File: src/design/tpgr_pkg.sv
// Package of the touch pattern grid recorder: beat types, codes and defaults.
// No dependencies.
package tpgr_pkg;

	localparam int GRID_COLS_DEF   = 5;
	localparam int GRID_ROWS_DEF   = 5;
	localparam int COL_DIVIDER_DEF = 20;
	localparam int ROW_DIVIDER_DEF = 20;

	localparam int MAP_BITS   = 25;
	localparam int COORD_MAX  = 99;
	localparam int COORD_SPAN = 100;

	typedef enum logic [1:0] {
		KIND_REPORT = 2'd0,
		KIND_CLEAR  = 2'd1,
		KIND_READ   = 2'd2,
		KIND_UNUSED = 2'd3
	} kind_t;

	typedef enum logic [1:0] {
		WID_PROXIMITY = 2'd0,
		WID_ACCEPT    = 2'd1,
		WID_CANCEL    = 2'd2,
		WID_TOUCHPAD  = 2'd3
	} widget_t;

	typedef enum logic [3:0] {
		EV_NONE           = 4'd0,
		EV_PROX_DETECTED  = 4'd1,
		EV_PROX_LOST      = 4'd2,
		EV_ACCEPT_PRESS   = 4'd3,
		EV_ACCEPT_RELEASE = 4'd4,
		EV_CANCEL_PRESS   = 4'd5,
		EV_CANCEL_RELEASE = 4'd6,
		EV_TOUCH_START    = 4'd7,
		EV_TOUCH_STOP     = 4'd8
	} event_code_t;

	typedef enum logic [0:0] {
		REG_EVENT_ENABLE = 1'd0
	} reg_index_t;

	typedef struct packed {
		logic [1:0] kind;
		logic [1:0] widget;
		logic       active;
		logic [7:0] touch_x;
		logic [7:0] touch_y;
		logic [2:0] read_col;
		logic [2:0] read_row;
	} in_beat_t;

	typedef struct packed {
		logic [3:0]          event_code;
		logic                pixel_value;
		logic                pattern_clear;
		logic [MAP_BITS-1:0] pattern_bits;
	} out_beat_t;

endpackage

File: src/design/touch_pattern_grid_recorder.sv
// Touch pattern grid recorder: widget edge events and a touch pattern bitmap.
// Depends on tpgr_pkg.
//
//  channel | direction | handshake          | payload
//  --------+-----------+--------------------+------------
//  in      | input     | in_valid/in_stall  | in_beat_t
//  out     | output    | out_valid/out_stall| out_beat_t
//  config  | input     | APB, pready high   | event_enable
//
// One beat per cycle is sustained while the output is not stalled; each beat
// passes through the input register and then the result register.
// Reset clears the bitmap, the widget levels and the enables, and sets the
// clear flag. A stalled output holds its beat and the input register fills,
// after which in_stall rises until the output drains.
module touch_pattern_grid_recorder
	import tpgr_pkg::*;
#(
	parameter int GRID_COLS   = GRID_COLS_DEF,
	parameter int GRID_ROWS   = GRID_ROWS_DEF,
	parameter int COL_DIVIDER = COL_DIVIDER_DEF,
	parameter int ROW_DIVIDER = ROW_DIVIDER_DEF
) (
	input  logic        clk,
	input  logic        arst_n,
	input  logic        in_valid,
	output logic        in_stall,
	input  in_beat_t    in_data,
	output logic        out_valid,
	input  logic        out_stall,
	output out_beat_t   out_data,
	input  logic        psel,
	input  logic        penable,
	input  logic        pwrite,
	input  logic [2:0]  paddr,
	input  logic [31:0] pwdata,
	output logic [31:0] prdata,
	output logic        pready
);

	localparam int RECIP_SHIFT = 16;
	localparam int RECIP_W     = 17;
	localparam logic [RECIP_W-1:0] COL_RECIP =
		RECIP_W'(((1 << RECIP_SHIFT) + COL_DIVIDER - 1) / COL_DIVIDER);
	localparam logic [RECIP_W-1:0] ROW_RECIP =
		RECIP_W'(((1 << RECIP_SHIFT) + ROW_DIVIDER - 1) / ROW_DIVIDER);
	localparam logic [3:0] COLS_L = 4'(GRID_COLS);
	localparam logic [3:0] ROWS_L = 4'(GRID_ROWS);
	localparam logic [5:0] COLS_M = 6'(GRID_COLS);
	localparam logic [5:0] MAP_L  = 6'(MAP_BITS);
	localparam logic [7:0] SPAN_L = 8'(COORD_SPAN);
	localparam logic [6:0] MAX_L  = 7'(COORD_MAX);

	logic                valid_s1;
	in_beat_t            item_s1;
	logic                valid_s2;
	out_beat_t           result_s2;
	logic                advance;

	logic [MAP_BITS-1:0] pattern_q;
	logic [3:0]          level_q;
	logic                clear_q;
	logic [3:0]          enable_q;

	logic [6:0]                 x_sat;
	logic [7:0]                 y_diff;
	logic [6:0]                 y_sat;
	logic [RECIP_W+6:0]         col_prod;
	logic [RECIP_W+6:0]         row_prod;
	logic [2:0]                 touch_col;
	logic [2:0]                 touch_row;
	logic [5:0]                 touch_idx;
	logic                       touch_in;
	logic [5:0]                 read_idx;
	logic                       read_in;
	logic [MAP_BITS-1:0]        read_shift;
	logic                       level_now;
	logic                       enabled;
	event_code_t                rise_code;
	event_code_t                fall_code;
	event_code_t                code;
	logic                       rose;
	logic                       pixel;
	logic [MAP_BITS-1:0]        pattern_next;
	logic [3:0]                 level_next;
	logic                       clear_next;
	logic                       cfg_write;

	assign advance  = !valid_s2 || !out_stall;
	assign in_stall = valid_s1 && !advance;

	always_ff @(posedge clk or negedge arst_n) begin
		if (!arst_n) begin
			valid_s1 <= 1'b0;
		end else if (!in_stall) begin
			valid_s1 <= in_valid;
		end
	end

	always_ff @(posedge clk) begin
		if (!in_stall && in_valid) begin
			item_s1 <= in_data;
		end
	end

	// Touch coordinate clamping and grid cell mapping.
	assign x_sat  = (item_s1.touch_x >= SPAN_L) ? MAX_L : item_s1.touch_x[6:0];
	assign y_diff = SPAN_L - item_s1.touch_y;
	assign y_sat  = (item_s1.touch_y == 8'd0 || item_s1.touch_y > SPAN_L) ? MAX_L : y_diff[6:0];

	assign col_prod  = {{RECIP_W{1'b0}}, x_sat} * {7'd0, COL_RECIP};
	assign row_prod  = {{RECIP_W{1'b0}}, y_sat} * {7'd0, ROW_RECIP};
	assign touch_col = col_prod[RECIP_SHIFT +: 3];
	assign touch_row = row_prod[RECIP_SHIFT +: 3];
	assign touch_idx = {3'd0, touch_row} * COLS_M + {3'd0, touch_col};
	assign touch_in  = ({1'b0, touch_col} < COLS_L) && ({1'b0, touch_row} < ROWS_L)
		&& (touch_idx < MAP_L);

	assign read_idx   = {3'd0, item_s1.read_row} * COLS_M + {3'd0, item_s1.read_col};
	assign read_in    = ({1'b0, item_s1.read_col} < COLS_L)
		&& ({1'b0, item_s1.read_row} < ROWS_L) && (read_idx < MAP_L);
	assign read_shift = pattern_q >> read_idx;

	assign level_now = level_q[item_s1.widget];
	assign enabled   = enable_q[item_s1.widget];

	always_comb begin
		case (widget_t'(item_s1.widget))
			WID_PROXIMITY: begin
				rise_code = EV_PROX_DETECTED;
				fall_code = EV_PROX_LOST;
			end
			WID_ACCEPT: begin
				rise_code = EV_ACCEPT_PRESS;
				fall_code = EV_ACCEPT_RELEASE;
			end
			WID_CANCEL: begin
				rise_code = EV_CANCEL_PRESS;
				fall_code = EV_CANCEL_RELEASE;
			end
			default: begin
				rise_code = EV_TOUCH_START;
				fall_code = EV_TOUCH_STOP;
			end
		endcase
	end

	always_comb begin
		code         = EV_NONE;
		rose         = 1'b0;
		pixel        = 1'b0;
		pattern_next = pattern_q;
		level_next   = level_q;
		clear_next   = clear_q;
		case (kind_t'(item_s1.kind))
			KIND_REPORT: begin
				level_next[item_s1.widget] = item_s1.active;
				if (enabled && item_s1.active && !level_now) begin
					code = rise_code;
					rose = 1'b1;
				end else if (enabled && !item_s1.active && level_now) begin
					code = fall_code;
				end
				if (item_s1.widget == WID_TOUCHPAD) begin
					if (item_s1.active && touch_in) begin
						pattern_next = pattern_q | (MAP_BITS'(1) << touch_idx);
					end
					if (rose) begin
						clear_next = 1'b0;
					end
				end
			end
			KIND_CLEAR: begin
				pattern_next = '0;
				clear_next   = 1'b1;
			end
			KIND_READ: begin
				pixel = read_in && read_shift[0];
			end
			default: begin
			end
		endcase
	end

	always_ff @(posedge clk or negedge arst_n) begin
		if (!arst_n) begin
			valid_s2  <= 1'b0;
			pattern_q <= '0;
			level_q   <= '0;
			clear_q   <= 1'b1;
		end else if (advance) begin
			valid_s2 <= valid_s1;
			if (valid_s1) begin
				pattern_q <= pattern_next;
				level_q   <= level_next;
				clear_q   <= clear_next;
			end
		end
	end

	always_ff @(posedge clk) begin
		if (advance && valid_s1) begin
			result_s2.event_code    <= code;
			result_s2.pixel_value   <= pixel;
			result_s2.pattern_clear <= clear_next;
			result_s2.pattern_bits  <= pattern_next;
		end
	end

	assign out_valid = valid_s2;
	assign out_data  = result_s2;

	assign cfg_write = psel && penable && pwrite && pready;

	always_ff @(posedge clk or negedge arst_n) begin
		if (!arst_n) begin
			enable_q <= '0;
		end else if (cfg_write && paddr[2] == REG_EVENT_ENABLE) begin
			enable_q <= pwdata[3:0];
		end
	end

	assign pready = 1'b1;
	assign prdata = (paddr[2] == REG_EVENT_ENABLE) ? {28'd0, enable_q} : 32'd0;

endmodule

File: config.mk
export PLATFORM = sky130hd
export DESIGN_NAME = touch_pattern_grid_recorder
export DESIGN_NICKNAME = d
export VERILOG_FILES = /design/src/design/tpgr_pkg.sv /design/src/design/touch_pattern_grid_recorder.sv
export SDC_FILE = /design/constraint.sdc
export NUM_CORES = 1
export LEC_CHECK = 0
export BUFFER_PORTS_ARGS = -buffer_cell sky130_fd_sc_hd__buf_2
export CAP_MARGIN = 20
export CORE_MARGIN = 2
export CORE_UTILIZATION = 53
export CTS_BUF_LIST = sky130_fd_sc_hd__clkbuf_8
export DETAILED_ROUTE_END_ITERATION = 6
export PLACE_DENSITY = 0.85
export SYNTH_ARGS = -nofsm -noshare
export SYNTH_HDL_FRONTEND = slang
export SYNTH_SLANG_ARGS = --single-unit
File: constraint.sdc
create_clock -name clk -period 23.2 [get_ports clk]
set_clock_uncertainty 0.2 [all_clocks]
set_input_delay 4.64 -clock clk [delete_from_list [all_inputs] [get_ports clk]]
set_output_delay 4.64 -clock clk [all_outputs]
set_load 0.02 [all_outputs]
==> impl_metrics.ini <==
[clocking]
post_cts_resized = 0
cts_max_level = 3
cts_tree = done
clk_pin_slew_worst_paths_ns = 0.09
tritoncts_num_sinks = 94
cts_buffer_depth = 2
postCtsSetupBuffers = 0
clock-root-buffer = clkbuf_8
clk_latency_ns = 0.38
hold_buffers = 0
cts_buffers = 9

[run]
cap_violations = 0

[timing]
slew_headroom = 0.280
timing.hold.ws_ns = 0.283
setup_violations = 0
drv_slew = 0
fin_crit_sh = 0.426
grt_setup_unrepaired = no
min_period_ns = 9.87
hold_violations = 0
clock.fmax_mhz = 101
worst_pin_slew_ns = 1.08
tns_ns = 0

[worst_setup_path]
crit_fanout = 5
critPathRequiredTime_ns = 18.36
startpoint_type = primary input
worst_r2r_path_depth = 34
endpoint_kind = primary output
crit_arrival_ns = 5.03
path_class = primary input to primary output

[power_and_ir_drop]
power.total_mw = 0.706
pwr-share-seq = 0.284
powerDensity_nw_per_um2 = 90.0
p_leak_nw = 3.71
p_comb_frac = 0.580
ir_drop_mv = 0.0601
cellInternalPower_mw = 0.379
swShare = 0.464
power_switching_mw = 0.328
clock_power_share = 0.136

[min_path]
hp-class = flip-flop to flip-flop
hold_path_depth = 1

[global_route]
antenna_found_initial = 0
grt_usage = 0.207
grt_pass1_vias = 5090
gr-total-overflow = 0
grt_max_degree = 37
grt_pass1_wl_um = 24000

[synthesis]
yosysTopAreaCell = edfxtp_1
yosysSeqAreaShare = 0.365
ys_top_cells_by_area = edfxtp_1, ha_1, dfrtp_1
synth-edff-count = 58
synth_top_area_frac = 0.240
synth_ff_type = edfxtp_1
syn_inst = 668
netlist_area_um2 = 7250
ys_warn_count = 0
yosysUniqueCellTypes = 63
postSynthAreaPerCell_um2 = 10.9
synth-seq-cells = 94
synthArstFlopShare = 0.383

[layout]
nets = 937
synthToLayoutAreaGrowth_pct = 8.27
n_antenna_cell = 0
fin_cells = 921
final_util = 0.590
drive_above_1_share = 0.165

[run_status]
status = completed

[drt]
via_count = 5234
drc = 0
drt_iter0_markers = 432
vias_per_cell = 5.68
wl_per_cell_um = 15.9
drtAntennaViolNets = 0
dr.pass1.iters = 5
totalWireLength_um = 14600

[placed_design]
place_congestion = 0.908
io_buffers = 75
dp_cells = 905
dp_hpwl_um = 11300

[floorplanning]
coreArea_um2 = 13300
rows = 42
die_h_um = 121
dieArea_um2 = 14600
io_pins = 135
initial_core_util = 0.545
fp.dieW_um = 121
[through the flow]
stage | setup slack [ns] | cell area, um2
after global placement | 13.33 | 7680
after global routing | 13.26 | 7850
after detailed placement | 13.33 | 7680
after CTS | 13.32 | 7850
after floorplan | 13.42 | 7350
final | 13.33 | 7850
[cell families after synthesis]
logic type,count (synthesis),share of synthesized area
other,2,0.00104
xor gates and xnor gates,15,0.0181
DFF,94,0.365
buffers and inverters,120,0.0787
adders and majority gates,129,0.245
muxes,17,0.0404
and+or+nand+nor,177,0.126
AOI/OAI and AO/OA,114,0.126
[worst paths after layout]
| path | start | to | slack, ns |
|---|---|---|---|
| max in group asynchronous | arst_n | level_q[0] | 18.11 |
| max | paddr[2] | prdata[1] | 13.33 |
| min in group asynchronous | arst_n | pattern_q[15] | 4.15 |
| min | valid_s1 | out_valid | 0.28 |
| min reg2reg | valid_s1 | out_valid | 0.28 |
| max reg2reg | item_s1[6] | out_data[4] | 14.34 |
[registers in the layout, summed over array words and instances (netlist names)]
signal     cells
valid_s1       1
out_valid      1
item_s1       27
enable_q       4
pattern_q     25
level_q        4
out_data      31
clear_q        1
[power groups by stage]
stage | clock network (mW) | registers (mW) | logic [mW]
floorplan | 0 | 0.207 | 0.307
global placement | 0 | 0.203 | 0.388
detailed placement | 0 | 0.204 | 0.400
CTS | 0.0990 | 0.200 | 0.403
global route | 0.105 | 0.202 | 0.454
finish | 0.0962 | 0.201 | 0.410
[synthesized netlist by cell type (all sizes together), types with 4 or more instances]
cell type,instances
o31ai,15
inv,77
mux2,8
nand3b,5
or2,5
a32o,22
dfrtp,35
mux4,9
buf,32
nand3,9
clkbuf,11
o21ai,14
and2,8
nand2b,13
xnor2,6
and3,4
xor2,9
a21oi,17
fa,22
edfxtp,58
nor3,12
nor4,4
nor2,32
nor2b,9
or3,6
nand2,55
a21o,8
a22o,12
ha,106
[metal layers]
layer	GRT usage	part of all wire
met3	0.0508	0.064
met4	0.0560	0.012
met1	0.271	0.44
met5	0	0
met2	0.343	0.49
[placed cells by master, fill, tap and decap left out, types with 3 or more instances in the layout]
| master | count |
|---|---|
| mux2_2 | 8 |
| dfrtp_1 | 35 |
| ha_1 | 106 |
| conb_1 | 29 |
| a22o_1 | 12 |
| and2_1 | 8 |
| a32o_1 | 22 |
| a21o_1 | 8 |
| or2_2 | 5 |
| clkbuf_8 | 10 |
| nand3_1 | 9 |
| mux4_2 | 9 |
| and3_1 | 4 |
| nand3b_1 | 5 |
| inv_1 | 80 |
| nor3_1 | 12 |
| nor2_1 | 32 |
| fa_1 | 22 |
| xnor2_1 | 6 |
| or3_1 | 6 |
| nand2_1 | 55 |
| nor2b_1 | 9 |
| a21oi_1 | 14 |
| nor4_1 | 4 |
| nand4_1 | 3 |
| buf_2 | 75 |
| edfxtp_1 | 58 |
| a31oi_1 | 3 |
| xor2_1 | 9 |
| nand2b_1 | 13 |
| o31ai_1 | 15 |
| a21oi_2 | 3 |
| o21ai_0 | 14 |
| o211ai_1 | 3 |
[layout make-up]
type                       instances  area [um2]
clock buffer                      10         138
clock inverter                     6        31.3
fill                            1084        5450
inverter                          77         289
multi-input combinational        481        4140
sequential                        94        2640
tap                              176         220
timing repair buffer              77         390
[critical path, stage by stage]
cell     delay (ns)
buf_2          0.13
nor2b_1        0.10
buf_2          0.17
Power figures use the tool's default switching activity.
